--- src/hw/rtl/amav_pkg.sv ---
// ----------------------------------------------------------------------------
// amav_pkg - shared types and constants of the accelerometer moving average
// Window depth, sample and sum widths, axis codes and the result formatter.
// ----------------------------------------------------------------------------
`default_nettype none

package amav_pkg;

  // Window depth per axis (legal range 2 to 64)
  localparam int WINDOW   = 10;
  localparam int NUM_AXES = 3;

  // Axis codes
  localparam int AXIS_X = 0;
  localparam int AXIS_Y = 1;
  localparam int AXIS_Z = 2;

  // Field widths
  localparam int SAMPLE_W = 16;
  localparam int OUT_W    = 20;
  localparam int SLOT_W   = $clog2(WINDOW);
  // Running sum holds +/- WINDOW * 2^15 and its negation
  localparam int SUM_W    = SAMPLE_W + 1 + $clog2(WINDOW);
  localparam int EXT_W    = (SUM_W > OUT_W) ? SUM_W : OUT_W;

  localparam int OUT_MAX = (2 ** (OUT_W - 1)) - 1;
  localparam int OUT_MIN = -(2 ** (OUT_W - 1));

  typedef logic signed [SAMPLE_W-1:0] sample_t;
  typedef sample_t [NUM_AXES-1:0]     samples_t;
  typedef logic signed [SUM_W-1:0]    acc_t;
  typedef logic signed [OUT_W-1:0]    result_t;
  typedef result_t [NUM_AXES-1:0]     results_t;
  typedef logic [SLOT_W-1:0]          slot_t;

  // Control passed from the top level to the window and the accumulator
  typedef struct packed {
    logic load;   // item moves from the input register into the result register
    logic prime;  // first item after reset: fill the whole window
  } amav_ctl_t;

  // X and Y are reported negated, Z as is
  function automatic logic axis_negated(input int axis);
    return (axis != AXIS_Z);
  endfunction

  // Negate on request, then clamp to the result field
  function automatic result_t format_sum(input acc_t sum, input logic neg);
    logic signed [EXT_W-1:0] ext;
    logic signed [EXT_W-1:0] max_e;
    logic signed [EXT_W-1:0] min_e;
    ext   = EXT_W'(sum);
    max_e = EXT_W'(OUT_MAX);
    min_e = EXT_W'(OUT_MIN);
    if (neg) begin
      ext = -ext;
    end
    if (ext > max_e) begin
      ext = max_e;
    end else if (ext < min_e) begin
      ext = min_e;
    end
    return OUT_W'(ext);
  endfunction

endpackage

`default_nettype wire

--- src/hw/rtl/accel_moving_average_3axis_unit.sv ---
// An accepted sample is held in the input register, then passes through the
// combinational running-sum update into the result register, where out_valid rises.
// Throughput: one sample per cycle while out_ready is high.
// Reset: synchronous active-low rst_n clears the handshake state, the ring pointer
// and the primed flag; window entries are not reset, the first sample after reset
// fills the whole window.
// ----------------------------------------------------------------------------
// accel_moving_average_3axis_unit - three-axis accelerometer moving average
// Input register, window and running-sum logic, and a result register.
// ----------------------------------------------------------------------------
`default_nettype none

module accel_moving_average_3axis_unit (
  input  wire logic                              clk,
  input  wire logic                              rst_n,
  input  wire logic                              in_valid,
  output logic                                   in_ready,
  input  wire logic signed [amav_pkg::SAMPLE_W-1:0] in_accel_x,
  input  wire logic signed [amav_pkg::SAMPLE_W-1:0] in_accel_y,
  input  wire logic signed [amav_pkg::SAMPLE_W-1:0] in_accel_z,
  output logic                                   out_valid,
  input  wire logic                              out_ready,
  output logic signed [amav_pkg::OUT_W-1:0]      out_sum_x,
  output logic signed [amav_pkg::OUT_W-1:0]      out_sum_y,
  output logic signed [amav_pkg::OUT_W-1:0]      out_sum_z
);

  logic                in_valid_r;
  logic                in_valid_nxt;
  amav_pkg::samples_t  in_samp_r;
  logic                out_valid_r;
  logic                out_valid_nxt;
  amav_pkg::results_t  out_res_r;
  amav_pkg::results_t  result;
  amav_pkg::samples_t  oldest;
  logic                primed;
  logic                load;
  logic                in_xfer;
  amav_pkg::amav_ctl_t ctl;

  // Move the held item on when the result register is free or being drained
  assign load     = in_valid_r && (!out_valid_r || out_ready);
  assign in_ready = !in_valid_r || load;
  assign in_xfer  = in_valid && in_ready;

  assign ctl.load  = load;
  assign ctl.prime = !primed;

  // Input register
  always_comb begin
    in_valid_nxt = in_valid_r;
    if (in_xfer) begin
      in_valid_nxt = 1'b1;
    end else if (load) begin
      in_valid_nxt = 1'b0;
    end
  end

  always_ff @(posedge clk) begin
    if (!rst_n) begin
      in_valid_r <= 1'b0;
    end else begin
      in_valid_r <= in_valid_nxt;
    end
  end

  always_ff @(posedge clk) begin
    if (in_xfer) begin
      in_samp_r[amav_pkg::AXIS_X] <= in_accel_x;
      in_samp_r[amav_pkg::AXIS_Y] <= in_accel_y;
      in_samp_r[amav_pkg::AXIS_Z] <= in_accel_z;
    end
  end

  amav_window u_window (
    .clk    (clk),
    .rst_n  (rst_n),
    .ctl    (ctl),
    .samp   (in_samp_r),
    .oldest (oldest),
    .primed (primed)
  );

  amav_accum u_accum (
    .clk    (clk),
    .ctl    (ctl),
    .samp   (in_samp_r),
    .oldest (oldest),
    .result (result)
  );

  // Result register
  always_comb begin
    out_valid_nxt = out_valid_r;
    if (load) begin
      out_valid_nxt = 1'b1;
    end else if (out_ready) begin
      out_valid_nxt = 1'b0;
    end
  end

  always_ff @(posedge clk) begin
    if (!rst_n) begin
      out_valid_r <= 1'b0;
    end else begin
      out_valid_r <= out_valid_nxt;
    end
  end

  always_ff @(posedge clk) begin
    if (load) begin
      out_res_r <= result;
    end
  end

  assign out_valid = out_valid_r;
  assign out_sum_x = out_res_r[amav_pkg::AXIS_X];
  assign out_sum_y = out_res_r[amav_pkg::AXIS_Y];
  assign out_sum_z = out_res_r[amav_pkg::AXIS_Z];

  // Checks
  a_load_gives_result: assert property (@(posedge clk) disable iff (!rst_n)
    load |=> out_valid)
    else $error("result register not valid after a load");

  a_held_item_kept: assert property (@(posedge clk) disable iff (!rst_n)
    (in_valid_r && !load) |=> in_valid_r)
    else $error("held input item dropped without a load");

  a_prime_once: assert property (@(posedge clk) disable iff (!rst_n)
    load |=> !ctl.prime)
    else $error("window still unprimed after a load");

  a_load_needs_item: assert property (@(posedge clk) disable iff (!rst_n)
    (in_xfer && !in_valid_r) |=> in_valid_r)
    else $error("accepted item not held in the input register");

endmodule

`default_nettype wire

--- src/hw/rtl/amav_window.sv ---
// ----------------------------------------------------------------------------
// amav_window - sample window and ring pointer for three axes
// Holds WINDOW samples per axis, provides the entry about to be replaced and
// writes the new sample (or all entries on the first sample after reset).
// ----------------------------------------------------------------------------
`default_nettype none

module amav_window (
  input  wire logic                clk,
  input  wire logic                rst_n,
  input  wire amav_pkg::amav_ctl_t ctl,
  input  wire amav_pkg::samples_t  samp,
  output amav_pkg::samples_t       oldest,
  output logic                     primed
);

  localparam amav_pkg::slot_t LAST_SLOT = amav_pkg::SLOT_W'(amav_pkg::WINDOW - 1);

  amav_pkg::slot_t slot_r;
  amav_pkg::slot_t slot_nxt;
  amav_pkg::slot_t rd_slot;
  logic            primed_r;
  logic            primed_nxt;

  // Treat an out-of-range pointer as entry zero
  always_comb begin
    if (int'(slot_r) >= amav_pkg::WINDOW) begin
      rd_slot = '0;
    end else begin
      rd_slot = slot_r;
    end
  end

  // Advance the ring pointer; priming leaves it at zero
  always_comb begin
    slot_nxt   = slot_r;
    primed_nxt = primed_r;
    if (ctl.load) begin
      primed_nxt = 1'b1;
      if (ctl.prime || (rd_slot == LAST_SLOT)) begin
        slot_nxt = '0;
      end else begin
        slot_nxt = rd_slot + amav_pkg::slot_t'(1);
      end
    end
  end

  always_ff @(posedge clk) begin
    if (!rst_n) begin
      slot_r   <= '0;
      primed_r <= 1'b0;
    end else begin
      slot_r   <= slot_nxt;
      primed_r <= primed_nxt;
    end
  end

  // Window storage, one register row per axis
  for (genvar a = 0; a < amav_pkg::NUM_AXES; a++) begin : g_axis
    amav_pkg::sample_t win_r [amav_pkg::WINDOW];

    for (genvar e = 0; e < amav_pkg::WINDOW; e++) begin : g_entry
      always_ff @(posedge clk) begin
        if (ctl.load && (ctl.prime || (rd_slot == amav_pkg::SLOT_W'(e)))) begin
          win_r[e] <= samp[a];
        end
      end
    end

    assign oldest[a] = win_r[rd_slot];
  end

  assign primed = primed_r;

endmodule

`default_nettype wire

--- src/hw/rtl/amav_accum.sv ---
// ----------------------------------------------------------------------------
// amav_accum - running window sums for three axes
// Adds the new sample and drops the replaced one, or loads WINDOW times the
// sample on priming; presents the formatted next sums for the result register.
// ----------------------------------------------------------------------------
`default_nettype none

module amav_accum (
  input  wire logic                clk,
  input  wire amav_pkg::amav_ctl_t ctl,
  input  wire amav_pkg::samples_t  samp,
  input  wire amav_pkg::samples_t  oldest,
  output amav_pkg::results_t       result
);

  localparam amav_pkg::acc_t WIN_S = amav_pkg::SUM_W'(amav_pkg::WINDOW);

  for (genvar a = 0; a < amav_pkg::NUM_AXES; a++) begin : g_axis
    amav_pkg::acc_t sum_r;
    amav_pkg::acc_t sum_nxt;
    amav_pkg::acc_t new_ext;
    amav_pkg::acc_t old_ext;

    assign new_ext = amav_pkg::SUM_W'($signed(samp[a]));
    assign old_ext = amav_pkg::SUM_W'($signed(oldest[a]));

    // Prime with WINDOW copies, else slide the window by one sample
    always_comb begin
      if (ctl.prime) begin
        sum_nxt = new_ext * WIN_S;
      end else begin
        sum_nxt = sum_r + new_ext - old_ext;
      end
    end

    always_ff @(posedge clk) begin
      if (ctl.load) begin
        sum_r <= sum_nxt;
      end
    end

    assign result[a] = amav_pkg::format_sum(sum_nxt, amav_pkg::axis_negated(a));
  end

endmodule

`default_nettype wire

--- config.mk ---
export PLATFORM = sky130hd
export DESIGN_NAME = accel_moving_average_3axis_unit
export DESIGN_NICKNAME = d
export VERILOG_FILES = /design/src/hw/rtl/amav_pkg.sv /design/src/hw/rtl/accel_moving_average_3axis_unit.sv /design/src/hw/rtl/amav_window.sv /design/src/hw/rtl/amav_accum.sv
export SDC_FILE = /design/constraint.sdc
export NUM_CORES = 1
export LEC_CHECK = 0
export BUFFER_PORTS_ARGS = -buffer_cell sky130_fd_sc_hd__buf_2
export CAP_MARGIN = 40
export CORE_UTILIZATION = 35
export CTS_CLUSTER_DIAMETER = 50
export DETAILED_ROUTE_END_ITERATION = 10
export MAX_ROUTING_LAYER = met4
export PLACE_DENSITY = 0.56
export SLEW_MARGIN = 20
export SYNTH_ARGS = -nofsm -noshare
export SYNTH_HDL_FRONTEND = slang
export SYNTH_HIERARCHICAL = 1
export SYNTH_SLANG_ARGS = --single-unit
--- constraint.sdc ---
create_clock -name clk -period 9 [get_ports clk]
set_input_delay 0.9 -clock clk [delete_from_list [all_inputs] [get_ports clk]]
set_output_delay 0.9 -clock clk [all_outputs]
set_load 0.01 [all_outputs]
After elaboration in Yosys (flattened, before gate mapping)
Memory sizes are Yosys's and may differ from the RTL's.
Cells that the tools add are included.
{"block": "totals", "word_cells": 106, "out_inout_bits": 62, "input_bits": 52, "memories": 3, "regBits": 178, "ram_bits": 480}
{"memory": "u_window.g_axis[0].win_r", "depth": 10, "width": 16, "read_ports": 1, "rd_clocked_by_memory_dff": 0, "wr": 10, "line": "amav_window.sv:60", "rtl": "amav_pkg::sample_t win_r [amav_pkg::WINDOW];"}
{"memory": "u_window.g_axis[1].win_r", "depth": 10, "width": 16, "read_ports": 1, "rd_clocked_by_memory_dff": 0, "wr": 10, "line": "amav_window.sv:60"}
{"memory": "u_window.g_axis[2].win_r", "depth": 10, "width": 16, "read_ports": 1, "rd_clocked_by_memory_dff": 0, "wr": 10, "line": "amav_window.sv:60"}
{"block": "classes", "n_addsub": 9, "mul": 3, "muxes": 32, "n_reduce_logical": 30, "n_lt_le_gt_ge": 7, "n_eq_ne": 9}
{"op": "21-bit by 16-bit adder with 21-bit output", "count": 3}
{"op": "21-bit by 20-bit greater-than comparator with 1-bit output (second input constant)", "count": 3}
{"op": "21-bit by 20-bit less-than comparator with 1-bit output (second input constant)", "count": 3}
{"op": "21-bit two-way mux", "count": 3}
{"op": "21-bit by 16-bit subtractor with 21-bit output", "count": 3}
{"op": "16-bit by 4-bit multiplier with 20-bit output (second input constant)", "count": 3}
{"op": "20-bit two-way mux", "count": 3}
{"op": "21-bit negator", "count": 2}
{"op": "1-bit two-way mux", "count": 24}
{"op": "4-bit by 3-bit == test with 1-bit output (second input constant)", "count": 4}
{"op": "1-bit logical AND", "count": 12}
{"op": "1-bit logical OR", "count": 12}
{"op": "4-bit by 2-bit == test with 1-bit output (second input constant)", "count": 2}
{"op": "4-bit == test (second input constant)", "count": 2}
{"op": "4-bit two-way mux", "count": 2}
{"op": "4-bit by 1-bit adder with 4-bit output (second input constant)", "count": 1}
{"op": "4-bit by 1-bit == test with 1-bit output (second input constant)", "count": 1}
{"op": "4-bit >= comparator (second input constant)", "count": 1}
{"op": "4-bit logical NOT", "count": 1}
{"op": "2-bit nonzero test", "count": 2}
{"op": "1-bit logical NOT", "count": 3}

Longest topological paths before layout
An unclocked memory read counts as a cell.
{"block": "depth", "depth_word": 8, "depth_mapped": 24, "mapped_depth_nobuf": 19}

Modules after synthesis
The synthesis kept the hierarchy.
{"mod": "amav_window", "seq_area_each_um2": 14513.9, "n_inst": 1, "area_each_um2": 18627.9, "cells_per_inst": 998}
{"mod": "amav_accum", "seq_area_each_um2": 1891.8, "n_inst": 1, "area_each_um2": 12804.8, "cells_per_inst": 1577}
{"mod": "accel_moving_average_3axis_unit", "seq_area_each_um2": 3283.1, "n_inst": 1, "area_each_um2": 3350.7, "cells_per_inst": 118}

Least setup slack after synthesis
OpenSTA, ideal clock, no wires.
{"block": "synth_path", "path_type": "input to register", "from": "input out_ready", "to": "memory u_window/g_axis[0].win_r[2][0] (netlist bit) (enable)", "t_required_ps": 8546, "path_slack_ps": -851, "path_stages": 5, "t_arrival_ps": 9397, "setup_time_ps": 454, "n_path_buf": 1, "cell_sequence": "nor2b_4 > nor2b_1 > inv_1 > clkbuf_1 > nor2_1"}
{"element": "start, declared", "line": "accel_moving_average_3axis_unit.sv:22", "rtl": "input wire logic out_ready,"}
{"element": "end, declared", "line": "amav_window.sv:60"}

==> qor.csv <==
metric;value;unit
Hold Path Cell Cnt;1;
Worst Hold Class;input pin to flop;
Synth Flop Type;edfxtp_1;
Largest stage delay, worst path;0.80;ns
unrepaired setup endpoints after global routing;false;
CTS tree;done;
Worst setup EP type;flop;
GRT Total Usage;18.5;%
final setup violation count;0;
CP Class;flop to flop;
Max Freq;132;MHz
number of synthesis warnings;6;
Distinct cells, synth;97;
fin. max-slew vios;0;
design area;0.0401;mm2
die footprint;0.101;mm2
Die W;317;um
Post-Synth Simple-Gate Area;6.56;%
Hold Buf Count CTS;0;
share of layout cells above drive strength 1;14.4;%
setup TNS;0;ns
mux cell area share after synthesis;5.99;%
ys async rst share;0;%
worst vdd ir;0.146;mV
CTS resizes;0;
critical path startpoint category;flop;
Synth Cell Area;0.0348;mm2
Rows;115;
net count after synthesis;2966;
Worst Path Max Fanout;47;
clk slew on worst S/H paths;0.06;ns
Num CTS Buffers;90;
Tightest Pin Transition;0.928;ns
Post-synth EDFFs;651;
synthesized flop and latch total;658;
TritonCTS Sinks;658;
R2R depth;18;
first-pass GRT wire length;138;mm
PortBufs;113;
placed cell areas;0.0371;mm2
Die Span Y;317;um
MaxCap Viol Count;0;
Pre-Repair DR Iteration Count;7;
Post-Synthesis Cells;2693;
status;complete, no violations;
CP cell instances;buf_4 > o21a_4 > o221ai_1 > o211ai_1 > fa_1 > inv_1 > ha_1 > a21oi_1 > o211a_1 > o211ai_1 > a21oi_2 > a21oi_1 > or4_1 > a31oi_1 > nand4_1 > xnor2_2 > nor2_1 > o21ai_0;
CTS root buffer;clkbuf_16;
core area;0.0984;mm2
DR iter-0 viols;1895;
I/O pin count;114;
DP Wirelength;58.4;mm
RePlAce Congestion;0.883;
Starting Density;35.3;%
Final Hold Vio Count;0;
vias in the first global route;22700;
average routed wire per standard cell;21.5;um
Leakage;0.0151;uW
Post-Route WL;90.3;mm
Layout area overhead;15.2;%
vias;22500;
antenna-violating nets left;0;
# Post-CTS Setup Buffers;0;
H-tree depth;3;
critical path data required time;9.35;ns
fin crit period;7.56;ns
crit path max-delay cell type;o21a_4;
Nets;3114;
vias per inst;5.36;
pin count of the biggest net entering global routing;130;
Post-Synth Adder-Cell Area;10.5;%
Slew headroom;38.1;%
worst-skew pair later-pin latency;0.65;ns
Residual DRC;0;
Compound-Gate Fraction of Synth Area;12.5;%
Synth Area in XOR/XNOR;2.86;%
Final Skew;0.0251;ns
Arr. time, crit path;7.90;ns
post-synthesis sequential area ratio;56.6;%
clock buffer depth;3;
largest family of logic cells by synthesized area;compound AO/OA/AOI/OAI gates;
period utilization;84.0;%
Pwr Density;230;mW/mm2
syn avg cell area;12.9;um2
initial antenna violation count;0;
Overflow after GRT;0;
worst paths after layout:
path	from	slack (ns)	endpoint
setup / recovery	u_window/slot_r[0]	1.44	out_sum_x[10]
hold / removal	in_accel_y[15]	0.42	in_samp_r[31]
setup reg to reg	u_window/slot_r[0]	1.44	out_sum_x[10]
hold reg to reg	out_valid	0.53	in_valid_r
metrics by stage:
stage / cells / total power, uW / worst slack, ns / hold slack [ns] / util, %
5_1_grt: 4201 / 9620 / 1.10 / 0.401 / 40.7
3_5_place_dp: 4033 / 5770 / 1.59 / 0.524 / 37.7
2_1_floorplan: 2693 / 5220 / 1.68 / 0.441 / -
6_report: 4202 / 9200 / 1.44 / 0.422 / 40.7
3_3_place_gp: 4027 / 5730 / 1.81 / 0.514 / 37.5
4_1_cts: 4198 / 9260 / 1.54 / 0.383 / 40.7
per-layer routing:
| layer | track usage [%] | vias up | routed length (um) |
|---|---|---|---|
| met4 | 5.31 | 0 | 1890 |
| met1 | 24.9 | 11300 | 41200 |
| met5 | - | - | 0 |
| met2 | 29.3 | 668 | 42800 |
| li1 | - | 10400 | - |
| met3 | 2.45 | 129 | 4460 |
cell families (layout without fill, tap and decap cells):
| kind of cell | after synthesis | in the layout |
|---|---|---|
| muxes | 166 | 166 |
| and+or+nand+nor | 456 | 456 |
| AOI/OAI and AO/OA | 613 | 613 |
| DFF | 658 | 658 |
| other | 0 | 1 |
| xor gates and xnor gates | 109 | 109 |
| adders and majority gates | 262 | 262 |
| buffers and inverters | 429 | 650 |
critical path, delay by kind of cell (launching register included):
kind	cells	cell delay (ns)
AOI/OAI and AO/OA	10	3.53
xor gates and xnor gates	1	0.27
adders and majority gates	2	0.77
buffers and inverters	2	0.71
DFF	1	0.60
and+or+nand+nor	3	1.29
state kept, by name, summed over array words and instances, names as in the netlist, 4 cells and up:
name                   cells
u_window/g_axis.win_r    480
out_sum_z                 20
u_accum/g_axis.sum_r      63
u_window/slot_r            4
in_samp_r                 48
out_sum_y                 20
out_sum_x                 20
cells in the mapped netlist, drive strengths merged, types with 11 or more instances:
| master | instances | area [um2] |
|---|---|---|
| mux4 | 31 | 698 |
| nand2b | 24 | 150 |
| edfxtp | 651 | 19500 |
| mux2 | 17 | 191 |
| mux2i | 118 | 1190 |
| nand3 | 27 | 135 |
| ha | 158 | 1980 |
| a311o | 30 | 300 |
| nor2b | 20 | 133 |
| o21a | 56 | 420 |
| nand2 | 106 | 405 |
| a211oi | 31 | 253 |
| fa | 63 | 1260 |
| buf | 42 | 269 |
| o221ai | 22 | 193 |
| o21ai | 93 | 477 |
| inv | 321 | 1200 |
| nand4 | 13 | 81.3 |
| o22ai | 12 | 75.1 |
| a22o | 14 | 123 |
| nor3 | 35 | 191 |
| a221oi | 40 | 357 |
| nand3b | 11 | 95.1 |
| a2111oi | 13 | 120 |
| o211ai | 20 | 150 |
| maj3 | 41 | 423 |
| a21o | 46 | 345 |
| xor2 | 28 | 272 |
| clkbuf | 66 | 248 |
| a21oi | 130 | 658 |
| nor2 | 150 | 563 |
| xnor2 | 81 | 724 |
| a31oi | 20 | 125 |
power breakdown:
part	total (uW)	leakage [uW]	internal [uW]	switching (uW)
registers	3730	0.00614	3630	98.5
clock network	3450	0.00142	2050	1400
logic	2010	0.00750	781	1230
placed cells by master, fill, tap and decap left out, drive strengths merged, types with 41 or more instances in the layout:
cell    count
edfxtp    651
inv       339
buf       164
ha        158
nor2      150
a21oi     130
mux2i     118
nand2     106
clkbuf    104
o21ai      93
xnor2      81
fa         63
o21a       56
a21o       46
maj3       41
final cells by class:
type,instances,area [um2]
fill,9218,58400
timing repair buffer,164,1120
multi-input combinational,1606,13500
sequential,658,19700
clock inverter,61,587
inverter,321,1210
tap,1287,1610
antenna,1,2.50
clock buffer,104,2350
Note: power is estimated with default switching activity, not from simulation.
